## config.mk

```make
export PLATFORM = sky130hd
export DESIGN_NAME = rwf_ram
export DESIGN_NICKNAME = d
export VERILOG_FILES = /design/src/rtl/rwf_ram.sv
export SDC_FILE = /design/constraint.sdc
export NUM_CORES = 2
export LEC_CHECK = 0
export BUFFER_PORTS_ARGS = -buffer_cell sky130_fd_sc_hd__buf_2
export CELL_PAD_IN_SITES_DETAIL_PLACEMENT = 1
export CELL_PAD_IN_SITES_GLOBAL_PLACEMENT = 1
export CORE_ASPECT_RATIO = 1.5
export CORE_MARGIN = 2
export CORE_UTILIZATION = 54
export DETAILED_ROUTE_END_ITERATION = 6
export GPL_TIMING_DRIVEN = 0
export PLACE_DENSITY_LB_ADDON = 0.1
export SLEW_MARGIN = 20
export SYNTH_ARGS = -nofsm -noshare
export SYNTH_HDL_FRONTEND = slang
export SYNTH_SLANG_ARGS = --single-unit
```

## constraint.sdc

```tcl
create_clock -name clk -period 2.4 [get_ports clk]
set_input_delay 0 -clock clk [delete_from_list [all_inputs] [get_ports clk]]
set_output_delay 0 -clock clk [all_outputs]
set_load 0.02 [all_outputs]
```

## src/rtl/rwf_ram.sv

```systemverilog
// Generic single-port-write, single-port-read RAM with registered read data.
// No dependencies.
module rwf_ram #(
    parameter int WIDTH = 8,
    parameter int DEPTH = 256
) (
    input  logic                     clk,
    input  logic                     wr_en,
    input  logic [$clog2(DEPTH)-1:0] wr_addr,
    input  logic [WIDTH-1:0]         wr_data,
    input  logic                     rd_en,
    input  logic [$clog2(DEPTH)-1:0] rd_addr,
    output logic [WIDTH-1:0]         rd_data
);

    logic [WIDTH-1:0] mem [DEPTH];
    logic [WIDTH-1:0] rd_data_reg;

    // Write port and registered read port; read data holds while rd_en is low
    always_ff @(posedge clk)
    begin
        if (wr_en)
        begin
            mem[wr_addr] <= wr_data;
        end
        if (rd_en)
        begin
            rd_data_reg <= mem[rd_addr];
        end
    end

    assign rd_data = rd_data_reg;

endmodule

```

Word-level counts from Yosys, hierarchy flattened
Memories as Yosys holds them, arrays and structs flattened. A register that Yosys moved wholly into a read port is not among the register bits.
Cells that the tools add are included.

storage, ports and cells
  word-level logic and storage cells = 3
  input bits = 27
  register bits = 0
  bits in writable memories = 2048
  output and inout bits = 8
  memories kept = 1

cells by class
  mux-type cells = 2

memories
  name  depth  width  rd ports  clocked after Yosys merged registers in  write ports  RTL line  text
  mem   256    8      1         1                                        1            16        logic [WIDTH-1:0] mem [DEPTH];

operators with widths
  cell               number
  1-bit two-way mux  2

Logic depth before layout (Yosys ltp)
  depth after elaboration = 2
  depth in mapped cells = 11
  mapped depth without buffers = 6

Worst setup path before layout
Ideal clock, no wire load.

  path kind = in2reg
  start = input port rd_addr[0]
  end = register rd_data_reg[2] (netlist: rd_data[2]) (read register of mem) (data pin)
  path slack = 0.324 ns
  stages = 9
  arrival = 1.807 ns
  path buffers = 4
  library setup time = 0.269 ns
  required time = 2.131 ns
  path through = buf_6 -> buf_12 -> buf_8 -> buf_2 -> mux4_2 -> a22oi_1 -> a21oi_1 -> nor4_1 -> nor4_2

RTL lines
  element             RTL line  text
  start: declaration  12        input logic [$clog2(DEPTH)-1:0] rd_addr,
  end: declaration    17        logic [WIDTH-1:0] rd_data_reg;

==> flow_summary.yaml <==
grt:
  groute.usage.overall: 0.349
  grt_overflow: 0
  grt_start_max_net_pins: 133
  antenna_found_initial: 16
  grt_pass1_wl_mm: 354
  grt_pass1_vias: 42800
timing:
  final-setup-viol-count: 206
  setup_ws_ns: -0.342
  worstMarginPinSlew_ns: 1.23
  final.min_clock_period_ns: 2.74
  drv_slew: 0
  maxSlewHeadroom: 0.181
  max_freq_ghz: 0.365
  rsz0062_at_grt: "yes"
  finalHoldViolCount: 0
  finClkSkew_ns: 0.0391
  fin_tns_setup_ns: -11.93
  post-route-period-util: 1.14
placement:
  io_buffers: 27
  pre_cts_slack_ns: -2.39
  dp_hpwl_mm: 176
  place.gp.congestion: 0.962
synthesis:
  postSynthAreaPerCell_um2: 21.3
  ys_warn_count: 0
  synth_fp_nets: 3760
  synth-seq-cells: 2056
  syn_inst: 3733
  synthesis.area_um2: 79600
  synth_ff_type: "edfxtp_1"
  ys_types: 54
  synth_edf_count: 2056
  synthArstFlopShare: 0
  ys_seq_area_frac: 0.775
cts:
  clockBufferDepth: 3
  cts_buffers: 187
  path_clk_slew_ns: 0.06
  cts_tree: "yes"
  cts_root_buffer: "clkbuf_16"
  cts_max_level: 4
  cts.sinks: 2056
  clock_latency_ns: 0.86
routing:
  drc: 0
  first_pass_iters: 6
  wirelength_mm: 258
  wl_met1_mm: 88.2
  vias: 41500
  ant_nets: 0
  vias_per_cell: 6.85
  top_layer_used: "met5"
  drt_iter0_drc: 5438
  drt-wirelength-per-cell_um: 42.5
  wl_met2_mm: 128
  wl_met3_mm: 21.6
critical_path:
  worstSetupPathType: "reg -> reg"
  arrival_ns: 3.30
  start_kind: "register"
  crit_path_end_kind: "register"
  cp_max_fo: 1
  critPathRequiredTime_ns: 2.96
  r2r_cells: 6
run_status:
  status: "complete, but fails checks"
  failed_checks: "negative setup slack"
final_layout:
  areaGrowthSynthToFinish_pct: 13.5
  largest_reg_flops: 2048
  drive_above_1_share: 0.280
  final_common_cell: "edfxtp_1"
  final_cell_mix: "edfxtp_1 (2056), mux4_2 (454), clkbuf_16 (195), nor2_1 (162), mux2i_1 (134)"
  nets: 4021
power:
  ir_worst_vdd_mv: 0.717
  p_leak_nw: 27.8
  power_density_nw_per_um2: 819
hold_path:
  whs_path_depth: 4
  worstHoldPathType: "in -> reg"
floorplan:
  die_area_um2: 151000
  io_pins: 35
  num_rows: 172
  dieHeight_um: 474
  dieWidth_um: 318
  initial_core_util: 0.544
  fp.coreArea_um2: 146000
flow_run:
  drv_cap: 0
[synth_stat cells (5+ instances only)]
library cell | number | area [um^2]
a211oi_1 | 16 | 120
a21oi_1 | 96 | 480
a221oi_1 | 13 | 114
a22o_1 | 8 | 70.1
a22oi_1 | 133 | 998
and2_1 | 6 | 37.5
buf_1 | 22 | 82.6
buf_12 | 8 | 160
buf_2 | 31 | 155
buf_4 | 27 | 203
buf_6 | 21 | 236
buf_8 | 13 | 195
clkbuf_1 | 111 | 417
edfxtp_1 | 2056 | 61700
mux2i_1 | 134 | 1340
mux4_2 | 454 | 10200
nand2_1 | 33 | 124
nand2b_1 | 8 | 50.1
nand3_1 | 34 | 170
nand4_1 | 10 | 62.6
nor2_1 | 282 | 1060
nor2b_1 | 31 | 194
nor3_1 | 22 | 110
nor4_1 | 24 | 150
o211ai_1 | 10 | 75.1
o21ai_0 | 10 | 50.1
o221ai_1 | 46 | 403
o22a_1 | 5 | 43.8
o22ai_1 | 28 | 175
[power by group]
group	switching, mW	internal (mW)
clock	13.2	16.5
sequential	0.0269	39.6
combinational	3.22	1.44
[area by class of cell]
| class | count | area, um^2 |
|---|---|---|
| sequential | 2056 | 61700 |
| tap | 1914 | 2390 |
| inverter | 2 | 7.51 |
| fill | 11900 | 56000 |
| timing repair buffer | 74 | 1100 |
| multi-input combinational | 1442 | 17500 |
| clock inverter | 104 | 931 |
| antenna | 5 | 12.5 |
| clock buffer | 233 | 5020 |
| buffer | 231 | 1660 |
[cell families after synthesis]
group | count (synthesis) | synth area share
and+or+nand+nor | 466 | 0.0263
AOI/OAI and AO/OA | 385 | 0.0342
muxes | 591 | 0.146
buffers and inverters | 235 | 0.0183
DFF | 2056 | 0.775
[metal layers]
layer / vias to the layer above / GRT usage
met5: - / 0
met4: 6 / 0.230
met3: 617 / 0.0736
met2: 2376 / 0.577
met1: 22300 / 0.418
li1: 16200 / -
[final timing paths]
check / startpoint / slack (ns) / to
max: mem[83][3] / -0.34 / rd_data[3]
min: wr_addr[5] / 0.02 / mem[215][0]
max reg2reg: mem[83][3] / -0.34 / rd_data[3]
min reg2reg: mem[230][7] / 1.29 / rd_data[7]
[timing repair]
item | CTS | global route
hold buffers | 14 | 0
setup endpoints to repair | 331 | 632
endpoints found under the hold margin | 1531 | 0
pin swaps | 20 | 10
resized for setup | 204 | 129
buffers inserted | 3 | 3
[critical path, cell delays in order, from the launching register on]
cell and delay [ns]:
edfxtp_1 0.36, mux4_2 0.52, a22o_1 0.30, a221oi_4 0.40, o32ai_4 0.21, nor3_4 0.52, nor4_4 0.13
[through the flow]
stage | power, mW | util | hold WS (ns) | area, um^2 | std cells
6_report | 74.0 | 0.618 | 0.0159 | 90400 | 6061
5_1_grt | 75.3 | 0.618 | 0.0260 | 90400 | 6058
4_1_cts | 74.0 | 0.615 | 0.00534 | 90000 | 6053
3_5_place_dp | 44.7 | 0.567 | 0.291 | 83000 | 5701
3_3_place_gp | 44.6 | 0.561 | 0.414 | 82200 | 5674
2_1_floorplan | 42.3 | - | 0.0989 | 79600 | 3733
No activity file was read; power rests on OpenSTA's default activity.
