<file path="config.mk">
export PLATFORM = sky130hd
export DESIGN_NAME = rwf_chan_filter
export DESIGN_NICKNAME = d
export VERILOG_FILES = /design/src/rtl/rwf_pkg.sv /design/src/rtl/rwf_chan_filter.sv
export SDC_FILE = /design/constraint.sdc
export NUM_CORES = 1
export LEC_CHECK = 0
export BUFFER_PORTS_ARGS = -buffer_cell sky130_fd_sc_hd__clkbuf_2
export CORE_MARGIN = 3
export CORE_UTILIZATION = 47
export DETAILED_ROUTE_END_ITERATION = 10
export PLACE_DENSITY = 0.74
export SYNTH_ARGS = -nofsm -noshare
export SYNTH_HDL_FRONTEND = slang
export SYNTH_SLANG_ARGS = --single-unit
</file>
<file path="constraint.sdc">
create_clock -name vclk -period 12.95
set_input_delay 1.9425 -clock vclk [all_inputs]
set_output_delay 1.9425 -clock vclk [all_outputs]
set_load 0.01 [all_outputs]
</file>
<file path="src/rtl/rwf_pkg.sv">
// Shared types, constants and codes for the RGB 3x3 window filter.
// No dependencies; used by every module of the block but rwf_ram.
package rwf_pkg;

    // Frame geometry
    localparam int MAX_WIDTH = 2048;
    localparam int COL_W     = $clog2(MAX_WIDTH);
    localparam int DIM_W     = 12;
    localparam int CNT_W     = DIM_W + 1;
    localparam logic [DIM_W-1:0] DIM_MIN = DIM_W'(3);
    localparam logic [DIM_W-1:0] W_MAX   =
        DIM_W'((MAX_WIDTH > (2 ** DIM_W) - 1) ? (2 ** DIM_W) - 1 : MAX_WIDTH);

    // Configuration port
    localparam int CFG_W     = 12;
    localparam int CFG_IDX_W = 3;

    // Datapath widths
    localparam int RAW_W      = 13;
    localparam int OFF_W      = 9;
    localparam int BLUR_SHIFT = 15;
    localparam int BLUR_RECIP = 3641;   // ceil(2^15 / 9), exact floor for sums up to 2295

    typedef logic [7:0]             chan_t;
    typedef chan_t [8:0]            chan_win_t;   // index row*3 + column
    typedef logic signed [RAW_W-1:0] raw_t;
    typedef logic signed [OFF_W-1:0] off_t;

    localparam chan_t CHAN_MAX = 8'hFF;

    typedef struct packed {
        chan_t red;
        chan_t green;
        chan_t blue;
    } pixel_t;

    // One line-store entry: pixel two rows up and pixel one row up
    typedef struct packed {
        pixel_t upper;
        pixel_t middle;
    } line_pair_t;

    typedef enum logic [2:0] {
        MODE_COPY    = 3'd0,
        MODE_NEG     = 3'd1,
        MODE_BLUR    = 3'd2,
        MODE_SHARPEN = 3'd3,
        MODE_SOBEL   = 3'd4,
        MODE_EMBOSS  = 3'd5,
        MODE_MAX     = 3'd6
    } mode_t;

    typedef enum logic [CFG_IDX_W-1:0] {
        CFG_MODE      = 3'd0,
        CFG_WIDTH     = 3'd1,
        CFG_HEIGHT    = 3'd2,
        CFG_RED_OFF   = 3'd3,
        CFG_GREEN_OFF = 3'd4,
        CFG_BLUE_OFF  = 3'd5,
        CFG_KEEP      = 3'd6
    } cfg_idx_t;

    // Control handed to each channel filter
    typedef struct packed {
        mode_t mode;
        logic  ring;
    } filt_ctl_t;

endpackage

</file>
<file path="src/rtl/rwf_chan_filter.sv">
// Per-channel 3x3 kernel evaluation: copy, negative, blur, sharpen, Sobel,
// emboss and maximum. Combinational; depends on rwf_pkg.
module rwf_chan_filter (
    input  rwf_pkg::chan_win_t win,
    input  rwf_pkg::filt_ctl_t ctl,
    output rwf_pkg::raw_t      raw
);
    import rwf_pkg::*;

    chan_t                       centre;
    logic [RAW_W-1:0]            row0_sum;
    logic [RAW_W-1:0]            row1_sum;
    logic [RAW_W-1:0]            row2_sum;
    logic [RAW_W-1:0]            box_sum;
    logic [RAW_W+BLUR_SHIFT-1:0] blur_prod;
    logic [RAW_W-1:0]            blur_val;
    logic [RAW_W-1:0]            sharp_val;
    logic [RAW_W-1:0]            sobel_val;
    logic [RAW_W-1:0]            emboss_val;
    chan_t                       max_01;
    chan_t                       max_23;
    chan_t                       max_45;
    chan_t                       max_67;
    chan_t                       max_03;
    chan_t                       max_47;
    chan_t                       max_07;
    chan_t                       max_all;
    logic [RAW_W-1:0]            res;

    function automatic logic [RAW_W-1:0] ext(chan_t v);
        return RAW_W'(v);
    endfunction

    function automatic chan_t max2(chan_t a, chan_t b);
        return (a > b) ? a : b;
    endfunction

    assign centre = win[4];

    // Box sum as a small tree
    assign row0_sum = ext(win[0]) + ext(win[1]) + ext(win[2]);
    assign row1_sum = ext(win[3]) + ext(win[4]) + ext(win[5]);
    assign row2_sum = ext(win[6]) + ext(win[7]) + ext(win[8]);
    assign box_sum  = row0_sum + row1_sum + row2_sum;

    // Divide by nine: reciprocal multiply, floor
    assign blur_prod = (RAW_W+BLUR_SHIFT)'(box_sum) * (RAW_W+BLUR_SHIFT)'(BLUR_RECIP);
    assign blur_val  = RAW_W'(blur_prod >> BLUR_SHIFT);

    // 10*centre - box sum, two's complement in RAW_W bits
    assign sharp_val = (ext(centre) << 3) + (ext(centre) << 1) - box_sum;

    assign sobel_val = ext(win[0]) + (ext(win[1]) << 1) + ext(win[2])
                     - ext(win[6]) - (ext(win[7]) << 1) - ext(win[8]);

    assign emboss_val = ext(win[1]) + ext(win[2]) + ext(win[5]) + ext(win[7]) + ext(win[8])
                      - ext(win[0]) - ext(win[3]) - ext(win[4]) - ext(win[6]);

    // Maximum tree
    assign max_01  = max2(win[0], win[1]);
    assign max_23  = max2(win[2], win[3]);
    assign max_45  = max2(win[4], win[5]);
    assign max_67  = max2(win[6], win[7]);
    assign max_03  = max2(max_01, max_23);
    assign max_47  = max2(max_45, max_67);
    assign max_07  = max2(max_03, max_47);
    assign max_all = max2(max_07, win[8]);

    // Mode select; negative ignores the border, other kernels pass it through
    always_comb
    begin
        if (ctl.mode == MODE_NEG)
        begin
            res = ext(CHAN_MAX) - ext(centre);
        end
        else if (ctl.ring)
        begin
            res = ext(centre);
        end
        else
        begin
            unique case (ctl.mode)
                MODE_BLUR:    res = blur_val;
                MODE_SHARPEN: res = sharp_val;
                MODE_SOBEL:   res = sobel_val;
                MODE_EMBOSS:  res = emboss_val;
                MODE_MAX:     res = ext(max_all);
                default:      res = ext(centre);
            endcase
        end
    end

    assign raw = raw_t'(res);

endmodule

</file>
After elaboration in Yosys (flattened, before gate mapping)
Cells that the tools add are included.

Input bits: 76. Register bits: 0. Output and inout port bits: 13.

Multiplexer cells: 11. Eq/ne operators: 6. Add/subtract/negate cells: 24. $lt $le $gt $ge: 8. Multiply operators: 1.

Operators with widths (count): $pmux W13 S5 (1); $gt A8 B8 Y1 (8); $mux W8 (8); $sub A13 B8 Y13 (4); $add A9 B8 Y10 (4); $add A8 B8 Y9 (4); $mux W13 (2); $mul A12 B12 Y24 const B (1); $add A10 B8 Y11 (2); $sub A12 B10 Y13 (1); $sub A12 B12 Y13 (1); $sub A12 B8 Y13 (1); $add A11 B10 Y12 (1); $add A11 B8 Y12 (1); $add A11 B9 Y12 (1); $sub A11 B8 Y12 (1); $add A10 B10 Y11 (1); $add A8 B9 Y10 (1); $eq A3 B3 Y1 const B (3); $sub A8 B8 Y9 const A (1); $eq A3 B2 Y1 const B (2); $eq A3 B1 Y1 const B (1).

Logic depth before layout (Yosys ltp)
Depth after elaboration: 11. Mapped depth: 36.

Least setup slack after synthesis
Ideal clock, no wire load.

Kind: input to output. From: in win[10] (netlist bit). To: out raw[7]. Data arrival time: 9.960 ns. Stages: 35. Setup slack: 1.047 ns. Data required time: 11.007 ns. Buffers on the path: 0. Path through: inv_1 > fa_1 > inv_1 > fa_1 > fa_1 > inv_1 > fa_1 > inv_1 > ha_1 > inv_1 > fa_1 > inv_1 > a21oi_1 > o21bai_1 > a21o_1 > a21o_1 > xor2_1 > xor2_1 > ha_1 > ha_1 > inv_1 > fa_1 > inv_1 > fa_1 > inv_1 > fa_1 > inv_1 > ha_1 > a211oi_1 > o21ai_1 > and2_1 > a2111oi_4 > o21ba_2 > mux2i_1 > a41oi_1.

Word-level cells in the longest chain between the ends: 11. Elaborated cells on any way between the ends: 30. Those cells by class: 18 x add/sub; 1 x mul; 4 x order compare; 7 x mux.

Ends and longest elaborated chain: start: declaration (RTL line rwf_chan_filter.sv:4) `input rwf_pkg::chan_win_t win,`; $add A8 B8 Y9 / $gt A8 B8 Y1 (equally long branches) (RTL line rwf_chan_filter.sv:56, rwf_chan_filter.sv:35); $add A9 B8 Y10 / $mux W8 (equally long branches) (RTL line rwf_chan_filter.sv:56, rwf_chan_filter.sv:35); $add A10 B8 Y11 / $gt A8 B8 Y1 (equally long branches) (RTL line rwf_chan_filter.sv:56, rwf_chan_filter.sv:35); $add A11 B8 Y12 / $mux W8 (equally long branches) (RTL line rwf_chan_filter.sv:56, rwf_chan_filter.sv:35); $sub A12 B8 Y13 / $gt A8 B8 Y1 (equally long branches) (RTL line rwf_chan_filter.sv:57, rwf_chan_filter.sv:35); $sub A13 B8 Y13 / $mux W8 (equally long branches) (RTL line rwf_chan_filter.sv:57, rwf_chan_filter.sv:35); $sub A13 B8 Y13 / $gt A8 B8 Y1 (equally long branches) (RTL line rwf_chan_filter.sv:57, rwf_chan_filter.sv:35); $sub A13 B8 Y13 / $mux W8 (equally long branches) (RTL line rwf_chan_filter.sv:57, rwf_chan_filter.sv:35); $pmux W13 S5 (*) (RTL line rwf_chan_filter.sv:82) `unique case (ctl.mode)`; $mux W13 (*) (RTL line rwf_chan_filter.sv:76) `else if (ctl.ring)`; $mux W13 (*) (RTL line rwf_chan_filter.sv:72) `if (ctl.mode == MODE_NEG)`; end: declaration (RTL line rwf_chan_filter.sv:6) `output rwf_pkg::raw_t raw`.

Every way passes the cells marked *; elsewhere a longest branch is shown, timed or not.

Final worst setup path
From: in win[10] (netlist bit). To: out raw[3].

The elaborated chain is that of the path after synthesis.

==> results.cfg <==
[critical_path]
path_max_fanout = 5
cpMostUsedCell = inv_1
crit_path_max_incr_delay_ns = 0.56
crit_type = in -> out
cp.required_ns = 11.01
cp_slowest_cell = fa_1
cp_top_family = adder cells
start_kind = input port
end_kind = output port
cp.arrival_ns = 10.63
crit_buf_inv = 13

[die]
fp.dieArea_mm2 = 0.0241
start_util_pct = 48.8
chipWidth_um = 155
die_h_um = 155
io_pins = 89
core.rowCount = 53
core_mm2 = 0.0214

[global_routing]
grt_usage_pct = 25.2
grt_overflow_total = 0
grt_max_degree = 19
grt_antenna_before_repair = 0
grt_first_pass_wirelength_um = 47900
grt_pass1_vias = 8818

[route]
avgRoutedWirePerCell_um = 19.2
vias = 8950
via_per_inst = 5.69
routed_wl_um = 30200
antenna_left = 0
drc = 0
drtIter0Drc = 709
dr.pass1.iters = 5

[placed_design]
io_buffers = 89
gp_congestion = 0.996
postPlaceCellArea_mm2 = 0.0113
hpwl_um = 27300

[final_layout]
finalNetCount = 1741
multiInputGateArea_mm2 = 0.00942
flops_and_latches = 0
diodes = 0
ff_latch_area_um2 = 0
drive_gt1_share_pct = 10.4
areaGrowthSynthToFinish_pct = 8.75
fillers = 1978
fin_area_mm2 = 0.0114
clock_buffers = 0

[synth]
netlist_area_mm2 = 0.0105
syn_inst = 1207
ys_seq_area_share_pct = 0
syn_nets = 1647
yosysUniqueCellTypes = 71
postSynthAreaPerCell_um2 = 8.66
yosys_warnings = 0

[timing]
fin_crit_ns = 12.57
hold_viol_final = 0
post-route-period-util_pct = 97.1
relSlewSlack_pct = 24.0
setup_violations = 0
tightest_slew_ns = 1.11
drv_slew = 0
fmax_mhz = 79.5

[flow_run]
maxCapViolations = 0

[min_path]
min_path_type = in -> out

[outcome]
status = finished, final reports clean
-- layer usage --
layer / part of all wire (%) / GRT usage (%)
met1: 47 / 38.9
met2: 43 / 38.0
met3: 8.7 / 3.59
met5: 0 / 0
met4: 2.2 / 4.16
-- stage by stage --
step                setup WS, ns  instances  hold slack, ns  setup TNS (ns)  util, %
finish                     0.379       1574            4.35               0     53.1
global route             -0.0124       1574            4.38         -0.0233     53.1
CTS                       0.0589       1572            4.35               0     52.7
detailed placement        0.0842       1572            4.35               0     52.7
global placement           0.263       1572            4.35               0     52.7
floorplan                   1.05       1207            4.04               0        -
-- layout by cell type, fill, tap and decap left out, types with 27 or more instances in the layout --
master,n
a21oi_1,62
clkbuf_2,89
fa_1,161
ha_1,203
inv_1,283
mux2i_1,41
nand2_1,52
nand3_1,27
nor2_1,52
o21ai_0,36
xnor2_1,28
-- tightest hold or removal path: stages --
cell and delay, ns:
clkbuf_2 0.15, nand2_1 0.08, o211ai_1 0.10, clkbuf_2 0.14
-- synth_stat cells (4+ instances only) --
cell      number  area, um^2
a211o_1        6        52.6
a211oi_1      11        82.6
a21boi_0       4        30.0
a21o_1        19         143
a21oi_1       64         320
a221oi_1       4        35.0
a22oi_1        6        45.0
a31oi_1        9        56.3
and2_1         6        37.5
clkbuf_1       8        30.0
fa_1         161        3220
ha_1         203        2540
inv_1        283        1060
mux2_2         4        45.0
mux2i_1       41         410
nand2_1       52         195
nand2b_1       7        43.8
nand3_1       27         135
nand4_1        4        25.0
nor2_1        52         195
nor2b_1       20         125
nor3_1        15        75.1
o211ai_1      12        90.1
o21a_1        14         105
o21ai_0       37         185
o21bai_1      11        82.6
o22ai_1       10        62.6
xnor2_1       30         263
xor2_1        19         166
-- layout make-up --
| cell class | instances | share of cell area (%) |
|---|---|---|
| Multi-Input combinational cell | 913 | 82.8 |
| Inverter | 284 | 9.37 |
| Tap cell | 275 | 3.03 |
| Timing Repair Buffer | 102 | 4.77 |
-- kinds of logic (layout without fill, tap and decap cells) --
family | count (synthesis) | in the layout | share of synthesized area (%)
multiplexers | 45 | 45 | 4.36
adder cells (fa/ha/maj) | 364 | 364 | 55.1
XOR/XNOR | 49 | 49 | 4.10
AND/OR/NAND/NOR | 209 | 209 | 9.81
AO/OA/AOI/OAI | 246 | 246 | 16.0
buffers and inverters | 294 | 386 | 10.6
-- path summary, 6_finish.rpt --
check | start | endpoint | slack, ns | depth (start not counted)
max | win[10] | raw[3] | 0.38 | 37
min | win[65] | raw[1] | 4.35 | 4
-- timing repair --
item                                    CTS  global route
endpoints found under the setup margin    0             9
buffers inserted                          0             2
resized for setup                         0            13
hold buffers                              0             0
Power is not shown: default switching activity piles up to over one toggle a cycle in this logic, so the estimate is an artifact.
